## config.mk

```make
export PLATFORM = sky130hd
export DESIGN_NAME = rc_frame_receiver_link_watch
export DESIGN_NICKNAME = d
export VERILOG_FILES = /design/src/rtl/core/rclw_pkg.sv /design/src/rtl/core/rclw_decode.sv /design/src/rtl/core/rc_frame_receiver_link_watch.sv
export VERILOG_INCLUDE_DIRS = /design/src /design/src/rtl/core
export SDC_FILE = /design/constraint.sdc
export NUM_CORES = 1
export LEC_CHECK = 0
export CORE_MARGIN = 10
export CORE_UTILIZATION = 35
export CTS_BUF_LIST = sky130_fd_sc_hd__clkbuf_16
export DETAILED_ROUTE_END_ITERATION = 6
export DONT_BUFFER_PORTS = 1
export GPL_TIMING_DRIVEN = 0
export SYNTH_ARGS = -nofsm -noshare
export SYNTH_HDL_FRONTEND = slang
export SYNTH_SLANG_ARGS = --single-unit
```

## constraint.sdc

```tcl
create_clock -name aclk -period 19.1 [get_ports aclk]
set_input_delay 0 -clock aclk [delete_from_list [all_inputs] [get_ports aclk]]
set_output_delay 0 -clock aclk [all_outputs]
set_load 0.005 [all_outputs]
```

## src/rtl/core/assert_macros.svh

```systemverilog
// ---------------------------------------------------------------------------
// Assertion macros
// Shared concurrent assertion forms for the RTL, clocked on aclk and
// disabled while aresetn is low.
// ---------------------------------------------------------------------------
`ifndef ASSERT_MACROS_SVH
`define ASSERT_MACROS_SVH

// check prop at every edge outside reset
`define RCLW_ASSERT(label, prop, msg) \
    label: assert property (@(posedge aclk) disable iff (!aresetn) (prop)) else $error(msg);

// check that trig implies prop at the same edge
`define RCLW_ASSERT_IMP(label, trig, prop, msg) \
    label: assert property (@(posedge aclk) disable iff (!aresetn) (trig) |-> (prop)) \
        else $error(msg);

`endif

```

## src/rtl/core/rclw_pkg.sv

```systemverilog
// ---------------------------------------------------------------------------
// rclw_pkg
// Types and constants of the remote-control frame receiver and link watch.
// ---------------------------------------------------------------------------
package rclw_pkg;

    localparam int FRAME_BYTES = 18;
    localparam int BCNT_W      = $clog2(FRAME_BYTES + 1);
    localparam int IDX_W       = $clog2(FRAME_BYTES);
    localparam int TICK_W      = 10;
    localparam int CFG_IDX_W   = 8;
    localparam int CFG_DATA_W  = 16;

    localparam logic [TICK_W-1:0] TICK_MAX         = '1;
    localparam logic [TICK_W-1:0] LOST_TIMEOUT_RST = 10'd4;
    localparam logic [TICK_W-1:0] CONN_TIMEOUT_RST = 10'd100;
    localparam logic [10:0]       CH_CENTER        = 11'd1024;

    localparam logic ACT_BYTE = 1'b0;
    localparam logic ACT_TICK = 1'b1;

    typedef enum logic [CFG_IDX_W-1:0] {
        REG_LOST_TIMEOUT = 8'd0,
        REG_CONN_TIMEOUT = 8'd1
    } cfg_reg_t;

    typedef logic [FRAME_BYTES-1:0][7:0] frame_t;

    typedef struct packed {
        logic       action;
        logic [7:0] rx_byte;
    } in_item_t;

    typedef struct packed {
        logic [10:0]        channel_zero;
        logic [10:0]        channel_one;
        logic [10:0]        channel_two;
        logic [10:0]        channel_three;
        logic [3:0]         switches;
        logic signed [15:0] mouse_x;
        logic signed [15:0] mouse_y;
        logic signed [15:0] mouse_z;
        logic [7:0]         mouse_left;
        logic [7:0]         mouse_right;
        logic [15:0]        key_bitmap;
    } fields_t;

    typedef struct packed {
        logic               link_connected;
        logic [10:0]        channel_zero;
        logic [10:0]        channel_one;
        logic [10:0]        channel_two;
        logic [10:0]        channel_three;
        logic [3:0]         switches;
        logic signed [15:0] mouse_x;
        logic signed [15:0] mouse_y;
        logic signed [15:0] mouse_z;
        logic [7:0]         mouse_left;
        logic [7:0]         mouse_right;
        logic [15:0]        key_bitmap;
    } out_item_t;

    localparam fields_t FIELDS_CLEAR = '{
        channel_zero:  CH_CENTER,
        channel_one:   CH_CENTER,
        channel_two:   CH_CENTER,
        channel_three: CH_CENTER,
        switches:      4'd0,
        mouse_x:       16'sd0,
        mouse_y:       16'sd0,
        mouse_z:       16'sd0,
        mouse_left:    8'd0,
        mouse_right:   8'd0,
        key_bitmap:    16'd0
    };

endpackage

```

## src/rtl/core/rclw_decode.sv

```systemverilog
// ---------------------------------------------------------------------------
// rclw_decode
// Unpacks one received frame into stick channels, switches, mouse and keys.
// ---------------------------------------------------------------------------
module rclw_decode
    import rclw_pkg::*;
(
    input  frame_t  frame,
    output fields_t fields
);

    always_comb begin
        fields.channel_zero  = {frame[1][2:0], frame[0]};
        fields.channel_one   = {frame[2][5:0], frame[1][7:3]};
        fields.channel_two   = {frame[4][0], frame[3], frame[2][7:6]};
        fields.channel_three = {frame[5][3:0], frame[4][7:1]};
        fields.switches      = frame[5][7:4];
        fields.mouse_x       = $signed({frame[7], frame[6]});
        fields.mouse_y       = $signed({frame[9], frame[8]});
        fields.mouse_z       = $signed({frame[11], frame[10]});
        fields.mouse_left    = frame[12];
        fields.mouse_right   = frame[13];
        fields.key_bitmap    = {frame[15], frame[14]};
    end

endmodule

```

## src/rtl/core/rc_frame_receiver_link_watch.sv

```systemverilog
// ---------------------------------------------------------------------------
// rc_frame_receiver_link_watch
// Remote-control frame receiver with link timeout watch.
// ---------------------------------------------------------------------------
// Input channel (s_valid/s_ready/s_item): each item is a received UART byte
// or a one-millisecond tick. Bytes fill an 18-byte frame store; the first completed
// frame only arms, later ones bring a lost link up or, on a connected link, update
// the decoded sticks, switches, mouse and key fields. Ticks count toward the
// timeout of the current link state; on timeout the link drops and the fields clear.
// Result channel (m_valid/m_ready/m_item): one item per acted-on frame or
// timeout, carrying the link state and all decoded fields.
// Config channel (cfg_valid/cfg_ready/cfg_index/cfg_data): index 0 sets the
// lost timeout, index 1 the connected timeout, in ticks; ready outside reset.
// A result is registered in out_reg, or in skid_reg while out_reg still waits.
// Throughput: one item per cycle; the state update is a single registered
// step. A two-entry output buffer (result register plus skid) lets input
// flow on while a result waits; s_ready drops only when both are full.
// Reset: link lost, frame store empty, channels 1024, other fields zero,
// timeouts 4 and 100 ticks; no clearing pass.
// ---------------------------------------------------------------------------
module rc_frame_receiver_link_watch
    import rclw_pkg::*;
(
    input  logic                  aclk,
    input  logic                  aresetn,

    input  logic                  s_valid,
    output logic                  s_ready,
    input  in_item_t              s_item,

    output logic                  m_valid,
    input  logic                  m_ready,
    output out_item_t             m_item,

    input  logic                  cfg_valid,
    output logic                  cfg_ready,
    input  logic [CFG_IDX_W-1:0]  cfg_index,
    input  logic [CFG_DATA_W-1:0] cfg_data
);

`include "assert_macros.svh"

    logic [TICK_W-1:0] lost_timeout_reg;
    logic [TICK_W-1:0] conn_timeout_reg;

    logic              link_up_reg,    link_up_next;
    logic              seen_first_reg, seen_first_next;
    logic [BCNT_W-1:0] byte_count_reg, byte_count_next;
    logic [TICK_W-1:0] tick_count_reg, tick_count_next;
    fields_t           fields_reg,     fields_next;
    frame_t            store_reg;

    out_item_t         out_reg;
    logic              out_valid_reg;
    out_item_t         skid_reg;
    logic              skid_valid_reg;

    logic              accept;
    logic              store_wr;
    logic              push;
    logic [TICK_W-1:0] tick_inc;
    logic [TICK_W-1:0] limit;
    frame_t            frame;
    fields_t           decoded;
    out_item_t         result;
    logic              out_take;

    assign cfg_ready = aresetn;
    assign s_ready   = aresetn && !skid_valid_reg;
    assign accept    = s_valid && s_ready;
    assign m_valid   = out_valid_reg;
    assign m_item    = out_reg;
    assign out_take  = out_valid_reg && m_ready;

    always_ff @(posedge aclk) begin
        if (!aresetn) begin
            lost_timeout_reg <= LOST_TIMEOUT_RST;
            conn_timeout_reg <= CONN_TIMEOUT_RST;
        end else if (cfg_valid && cfg_ready) begin
            unique case (cfg_index)
                REG_LOST_TIMEOUT: lost_timeout_reg <= cfg_data[TICK_W-1:0];
                REG_CONN_TIMEOUT: conn_timeout_reg <= cfg_data[TICK_W-1:0];
                default: ;
            endcase
        end
    end

    always_comb begin
        for (int i = 0; i < FRAME_BYTES; i++) begin
            frame[i] = (byte_count_reg == BCNT_W'(i)) ? s_item.rx_byte : store_reg[i];
        end
    end

    rclw_decode u_decode (
        .frame  (frame),
        .fields (decoded)
    );

    assign store_wr = accept && (s_item.action == ACT_BYTE)
                   && (byte_count_reg < BCNT_W'(FRAME_BYTES));

    always_comb begin
        link_up_next    = link_up_reg;
        seen_first_next = seen_first_reg;
        byte_count_next = byte_count_reg;
        tick_count_next = tick_count_reg;
        fields_next     = fields_reg;
        push            = 1'b0;

        tick_inc = (tick_count_reg != TICK_MAX) ? tick_count_reg + 1'b1 : tick_count_reg;
        limit    = link_up_reg ? conn_timeout_reg : lost_timeout_reg;
        if (limit == '0) begin
            limit = TICK_W'(1);
        end

        if (accept) begin
            if (s_item.action == ACT_BYTE) begin
                if (store_wr) begin
                    byte_count_next = byte_count_reg + 1'b1;
                    if (byte_count_reg == BCNT_W'(FRAME_BYTES - 1)) begin
                        if (!seen_first_reg) begin
                            seen_first_next = 1'b1;
                        end else begin
                            if (!link_up_reg) begin
                                link_up_next = 1'b1;
                            end else begin
                                fields_next = decoded;
                            end
                            byte_count_next = '0;
                            tick_count_next = '0;
                            push            = 1'b1;
                        end
                    end
                end
            end else begin
                tick_count_next = tick_inc;
                if (tick_inc >= limit) begin
                    link_up_next    = 1'b0;
                    fields_next     = FIELDS_CLEAR;
                    byte_count_next = '0;
                    tick_count_next = '0;
                    push            = 1'b1;
                end
            end
        end

        result.link_connected = link_up_next;
        result.channel_zero   = fields_next.channel_zero;
        result.channel_one    = fields_next.channel_one;
        result.channel_two    = fields_next.channel_two;
        result.channel_three  = fields_next.channel_three;
        result.switches       = fields_next.switches;
        result.mouse_x        = fields_next.mouse_x;
        result.mouse_y        = fields_next.mouse_y;
        result.mouse_z        = fields_next.mouse_z;
        result.mouse_left     = fields_next.mouse_left;
        result.mouse_right    = fields_next.mouse_right;
        result.key_bitmap     = fields_next.key_bitmap;
    end

    always_ff @(posedge aclk) begin
        if (!aresetn) begin
            link_up_reg    <= 1'b0;
            seen_first_reg <= 1'b0;
            byte_count_reg <= '0;
            tick_count_reg <= '0;
            fields_reg     <= FIELDS_CLEAR;
        end else begin
            link_up_reg    <= link_up_next;
            seen_first_reg <= seen_first_next;
            byte_count_reg <= byte_count_next;
            tick_count_reg <= tick_count_next;
            fields_reg     <= fields_next;
        end
    end

    always_ff @(posedge aclk) begin
        if (store_wr) begin
            store_reg[byte_count_reg[IDX_W-1:0]] <= s_item.rx_byte;
        end
    end

    always_ff @(posedge aclk) begin
        if (!aresetn) begin
            out_valid_reg  <= 1'b0;
            skid_valid_reg <= 1'b0;
        end else if (skid_valid_reg) begin
            if (out_take) begin
                out_reg        <= skid_reg;
                skid_valid_reg <= 1'b0;
            end
        end else if (push) begin
            if (!out_valid_reg || out_take) begin
                out_reg       <= result;
                out_valid_reg <= 1'b1;
            end else begin
                skid_reg       <= result;
                skid_valid_reg <= 1'b1;
            end
        end else if (out_take) begin
            out_valid_reg <= 1'b0;
        end
    end

    `RCLW_ASSERT_IMP(a_skid_behind_out, skid_valid_reg, out_valid_reg, "skid without output item")
    `RCLW_ASSERT(a_count_in_range, byte_count_reg <= BCNT_W'(FRAME_BYTES), "byte count too high")
    `RCLW_ASSERT_IMP(a_lost_centered, !link_up_reg, fields_reg.channel_zero == CH_CENTER, "off center")
    `RCLW_ASSERT_IMP(a_up_after_first, link_up_reg, seen_first_reg, "link up before first frame")

endmodule

```

======== Word level (Yosys, flattened, before mapping) ========
Cells that the tools add are included.
word-level totals
  flip-flop bits (word level) ............. 569
  bits in latches ......................... 0
  memory bits (writable) .................. 0
  bits in read-only memories .............. 0
  input bits .............................. 38
  output and inout port bits .............. 132
  word-level logic and storage cells ...... 180
  memories kept ........................... 0
operators by class
  add/sub/neg operators ................... 2
  multiply operators ...................... 0
  div/mod/pow operators ................... 0
  magnitude comparators ................... 4
  equal/unequal tests ..................... 21
  shifts and indexed selects .............. 0
  multiplexer cells ....................... 62
  bitwise logic cells ..................... 3
  reductions and logical operators ........ 27
operators by type and width
  kind                     count
  $mux W128                7
  $mux W129                4
  $bwmux W144              1
  $mux W8                  17
  $mux W10                 8
  $demux W8 S5             1
  $eq A5 B4 Y1 const B     8
  $mux W5                  5
  $eq A5 B3 Y1 const B     4
  $mux W1                  19
  $reduce_and A4 Y1        4
  $reduce_bool A2 Y1       6
  $add A10 B1 Y10 const B  1
  $eq A5 B2 Y1 const B     2
  $ge A10 B10 Y1           1
  $logic_not A10 Y1        1
  $ne A10 B10 Y1 const B   1
  $eq A8 B1 Y1 const B     1
  $logic_not A8 Y1         1
  $logic_and A1 B1 Y1      7
  $lt A5 B6 Y1 const B     1
  $ne A2 B1 Y1 const B     3
  $reduce_and A3 Y1        2
  $add A5 B1 Y5 const B    1
  9 further kinds          13

======== Depth between registers and ports, before layout ========
  depth after elaboration ................. 11
  gate-level depth with buffers ........... 16
  mapped depth without buffers ............ 12

======== Modules after synthesis ========
Synthesis repeated with hierarchy kept, for this count alone.
second synthesis, totals
  cell total of the unflattened synthesis .. 2080
  area, all modules ....................... 24174.4 µm²
by module, submodules not included
  module                        times used  cells each  area an instance (µm²)
  rc_frame_receiver_link_watch  1           1952        23213.5
  rclw_decode                   1           128         960.9

======== Worst setup path before layout ========
No wires, ideal clock.
  kind .................................... reg-to-reg
  start point ............................. reg tick_count_reg[0]
  end point ............................... reg out_reg (netlist bit m_item[0]), enable pin
  data arrival time ....................... 8.917 ns
  required time ........................... 18.440 ns
  slack ................................... 9.523 ns
  cell stages (with the launch flop) ...... 13
  path buffers ............................ 1
  cell sequence ........................... dfxtp_1 > ha_1 > nand3_1 > or3_1 > clkbuf_1 > nand4_1 > xnor2_1 > ha_1 > a41oi_1 > or3_1 > a21oi_1 > nand2_1 > a21oi_1
between the ends
  cells in the longest elaborated chain, start to end .. 8
ends and longest elaborated chain
  item                                               line                                 RTL
  start, declared                                    rc_frame_receiver_link_watch.sv:49   logic [TICK_W-1:0] tick_count_reg, tick_count_next;
  start signal, assigned                             rc_frame_receiver_link_watch.sv:172  tick_count_reg <= tick_count_next;
  $add A10 B1 Y10 or $ne A10 B10 Y1 (tied branches)  rc_frame_receiver_link_watch.sv:110  tick_inc = (tick_count_reg != TICK_MAX) ? tick_count_reg + 1'b1 : tick_count_reg;
  $mux W10 *                                         rc_frame_receiver_link_watch.sv:110
  $ge A10 B10 Y1 *                                   rc_frame_receiver_link_watch.sv:137  if (tick_inc >= limit) begin
  $mux W1 *                                          rc_frame_receiver_link_watch.sv:137
  $mux W1 *                                          rc_frame_receiver_link_watch.sv:117  if (s_item.action == ACT_BYTE) begin
  $mux W1 *                                          rc_frame_receiver_link_watch.sv:116  if (accept) begin
  $reduce_bool A2 Y1 (no source line) *              --
  $reduce_and A4 Y1 (no source line) *               --
  end signal, assigned                               rc_frame_receiver_link_watch.sv:189  out_reg <= skid_reg;
  end signal, assigned                               rc_frame_receiver_link_watch.sv:194  out_reg <= result;
  end, declared                                      rc_frame_receiver_link_watch.sv:53   out_item_t out_reg;
Every way passes the cells marked *; elsewhere a longest branch is shown, timed or not.
A chain may end at the register's enable or synchronous reset.

======== Worst setup path in the final report ========
  start point ............................. reg link_up_reg
  end point ............................... reg out_reg (netlist bit m_item[75]) (data pin)
between the ends
  cells in the longest elaborated chain, start to end .. 10
ends and longest elaborated chain
  item                    line                                 RTL
  start, declared         rc_frame_receiver_link_watch.sv:46   logic link_up_reg, link_up_next;
  start signal, assigned  rc_frame_receiver_link_watch.sv:169  link_up_reg <= link_up_next;
  $mux W10                rc_frame_receiver_link_watch.sv:111  limit = link_up_reg ? conn_timeout_reg : lost_timeout_reg;
  $logic_not A10 Y1       rc_frame_receiver_link_watch.sv:112  if (limit == '0) begin
  $mux W10                rc_frame_receiver_link_watch.sv:112
  $ge A10 B10 Y1          rc_frame_receiver_link_watch.sv:137
  $mux W128               rc_frame_receiver_link_watch.sv:137
  $mux W128 *             rc_frame_receiver_link_watch.sv:117
  $mux W128 *             rc_frame_receiver_link_watch.sv:116
  $mux W129 *             rc_frame_receiver_link_watch.sv:193  if (!out_valid_reg || out_take) begin
  $mux W129 *             rc_frame_receiver_link_watch.sv:192  end else if (push) begin
  $mux W129 *             rc_frame_receiver_link_watch.sv:187  end else if (skid_valid_reg) begin
Every way passes the cells marked *; elsewhere a longest branch is shown, timed or not. The select of a mux whose other input is x is not followed.

==> run metrics <==
setup repair after global routing missed its margin=false; number of endpoints with negative hold slack in the final report=0; clock group share of total power=46.1%; Tightest Pin Transition=1400 ps; router iterations before antenna repair=6; synth cell count leaders=sky130_fd_sc_hd__edfxtp_1, sky130_fd_sc_hd__nand2_1, sky130_fd_sc_hd__a21oi_1, sky130_fd_sc_hd__a21o_1, sky130_fd_sc_hd__dfxtp_1; arrival time at the worst endpoint=5790 ps; starting utilization of the core area=35.2%; net count of the finished layout=2107; final setup TNS=0 ps; simple-gate share of the synthesized area=11.6%; category of the critical setup timing path=flip-flop to flip-flop; maximum net fanout on the critical path=10; standard-cell rows=94; routed wire length per instance=22.9 um; final wirelength=68000 um; synthesized instance count=1939; Pwr Total=2520 uW; synthesized area divided by synthesized cell count=11.9 um^2; hold buffer count at cts=47; CTS tree=done; Worst setup endpoint=m_item[75]; total global routing overflow=0; via count of the first global-routing pass=15600; xor and xnor area share after synthesis=0.114%; overall die width=277 um; most repeated cell in the gate-level netlist after synthesis=sky130_fd_sc_hd__edfxtp_1; number of gates given a new drive strength after cts=0; number of instances on the worst hold path=3; worst clock skew=27.1 ps; Worst IR Drop VDD=0.0000692 V; total of endpoints with negative setup slack in the final report=0; clock network latency to the later pin of the worst-skew pair=630 ps; Max clock buf depth=3; DRT iter0 DRCs=1457; setup slack on the worst flop-to-flop path=13730 ps; path category of the worst min-delay check=primary input to flip-flop; Place WS=13830 ps; cell depth of the worst flop-to-flop path=13; clock slew seen by the registers of the worst setup and hold paths=60 ps; Worst Setup SP=link_up_reg; # H-tree levels=2; register share of total power=51.0%; Max Fclk=186 MHz; result of the run=finished clean; post-synthesis instance area=0.0231 mm^2; post-detailed-placement cell area=0.0243 mm^2; worst-case hold slack=14.9 ps; number of max-capacitance violations reported=0; layout-stage area growth over the synthesis result=16.1%; power density of the placed cells=93.8 mW/mm^2; Logic pwr share=2.9%; full die area=0.0766 mm^2; fraction of layout instances using a drive strength above 1=7.41%; DRC violation count after routing=0; vertical extent of the die=277 um; fraction of power spent switching nets=21.5%; reported net switching power=541 uW; kind of end point of the critical path=flip-flop; share of the synthesized area in compound gates (AO/OA/AOI/OAI)=16.9%; beginning of the worst register-to-register path=link_up_reg; share of the yosys chip area belonging to registers=64.7%; antenna viol nets, final=0; total number of vias=16200; cells taking the most area after synthesis=sky130_fd_sc_hd__edfxtp_1, sky130_fd_sc_hd__dfxtp_1, sky130_fd_sc_hd__a21o_1; antenna violations before repair=1; library cell used as clock root buffer=sky130_fd_sc_hd__clkbuf_16; post-synth cell types=57; Reg2Reg Capture Point=m_item[75]; WP data required=19520 ps; number of buffers inserted by post-CTS setup repair=0; cell type with the highest aggregate area in the netlist=sky130_fd_sc_hd__edfxtp_1; Tcrit/Tclk final=28.1%; post-route worst setup slack=13730 ps; Post-Synth Adder-Cell Area=0.867%; Post-synth top flop=sky130_fd_sc_hd__edfxtp_1; number of nets produced by synthesis=1993; clock buffer count from CTS=59; Leak=0.0103 uW; GRT Overall Usage=17.0%; Final HPWL DP=46200 um; total clock sinks=553; synth warn=0; global-route wire length before repair=100000 um; final weighted congestion in routability-driven placement=0.880; internal power summed over all cells=1970 uW; startpoint class of the critical path=flip-flop; largest family of logic cells by synthesized area=compound AO/OA/AOI/OAI gates; post-synthesis async set-or-reset flop share=0%; fin crit period=5370 ps; Final Max Slew Viols=0; number of storage elements in the synthesis netlist=553; multiplexer share of the synthesized area=3.01%; Ports=170; area share of the leading cell type in the synthesized netlist=50.2%; relative max-transition margin=6.89%; final cell area excluding filler cells=0.0268 mm^2; IO Port Bufs=0; number of enable flip-flop cells after synthesis=386; largest net degree at the start of global routing=49; Avg Vias per Cell=5.45; area of the core=0.0656 mm^2
cell usage in the layout (no fill, tap or decap), types with 12 or more instances in the layout:
cell type and count:
sky130_fd_sc_hd__a21o_1 173, sky130_fd_sc_hd__a21oi_1 187, sky130_fd_sc_hd__a221o_1 51, sky130_fd_sc_hd__and2_1 63
sky130_fd_sc_hd__buf_1 15, sky130_fd_sc_hd__buf_2 14, sky130_fd_sc_hd__clkbuf_1 99, sky130_fd_sc_hd__clkbuf_16 60
sky130_fd_sc_hd__clkinv_1 13, sky130_fd_sc_hd__clkinv_2 13, sky130_fd_sc_hd__dfxtp_1 167, sky130_fd_sc_hd__dlygate4sd3_1 42
sky130_fd_sc_hd__edfxtp_1 386, sky130_fd_sc_hd__ha_1 16, sky130_fd_sc_hd__inv_1 26, sky130_fd_sc_hd__mux2_2 20
sky130_fd_sc_hd__mux2i_1 47, sky130_fd_sc_hd__nand2_1 289, sky130_fd_sc_hd__nand3_1 98, sky130_fd_sc_hd__nor2_1 68
sky130_fd_sc_hd__o211ai_1 61, sky130_fd_sc_hd__o21ai_0 25, sky130_fd_sc_hd__o22a_1 12
through the flow:
step	cells	util (%)
6_report	2972	40.9
5_1_grt	2969	40.8
4_1_cts	2968	40.8
3_5_place_dp	2809	37.1
3_3_place_gp	2803	36.8
2_1_floorplan	1939	-
logic make-up (layout without fill, tap and decap cells):
family                     Yosys count  count (layout)
and+or+nand+nor                    578             578
AOI/OAI and AO/OA                  570             570
DFF                                553             553
buffers and inverters              152             317
muxes                               67              67
adders and majority gates           16              16
xor gates and xnor gates             3               3
other                                0               4
power groups by stage:
stage                     logic [uW]  registers [uW]  clock network (uW)
after floorplan                 33.7            1310                   0
after global placement          55.0            1310                   0
after detailed placement        57.2            1310                   0
after CTS                       72.8            1280                1180
after global routing            77.9            1280                1230
final                           73.5            1280                1160
worst max-delay path, cell delays in order (launching register included):
cell and delay (ps):
sky130_fd_sc_hd__dfxtp_1 440, sky130_fd_sc_hd__buf_1 650, sky130_fd_sc_hd__mux2i_1 430, sky130_fd_sc_hd__nand4_1 150, sky130_fd_sc_hd__o31ai_1 320, sky130_fd_sc_hd__ha_1 280
sky130_fd_sc_hd__nand2b_1 140, sky130_fd_sc_hd__a211oi_1 320, sky130_fd_sc_hd__o2bb2ai_1 230, sky130_fd_sc_hd__a21oi_1 1100, sky130_fd_sc_hd__buf_2 420, sky130_fd_sc_hd__buf_1 410
sky130_fd_sc_hd__nand2_1 100, sky130_fd_sc_hd__o211ai_1 170
routing by layer:
layer	vias to the layer above	GRT usage, %	share of wire [%]
met5	-	0	0
met4	0	4.70	2.1
met3	93	3.88	8.1
met2	643	28.3	48
met1	7982	21.9	41
li1	7469	-	-
how the worst min path moves through the flow:
stage,startpoint,end
after CTS,s_item[1],skid_reg[9]
final,s_item[1],skid_reg[9]
after detailed placement,aresetn,cfg_ready
after global placement,aresetn,cfg_ready
after global routing,s_item[1],skid_reg[9]
after floorplan,aresetn,cfg_ready
final cells by class:
| class | instances | area [um^2] |
|---|---|---|
| fill | 6138 | 38800 |
| clock buffer | 60 | 1500 |
| buffer | 137 | 596 |
| sequential | 553 | 14900 |
| tap | 864 | 1080 |
| multi-input combinational | 1234 | 7520 |
| antenna | 4 | 10.0 |
| inverter | 15 | 56.3 |
| timing repair buffer | 53 | 656 |
| clock inverter | 52 | 462 |
Power figures use the tool's default switching activity.
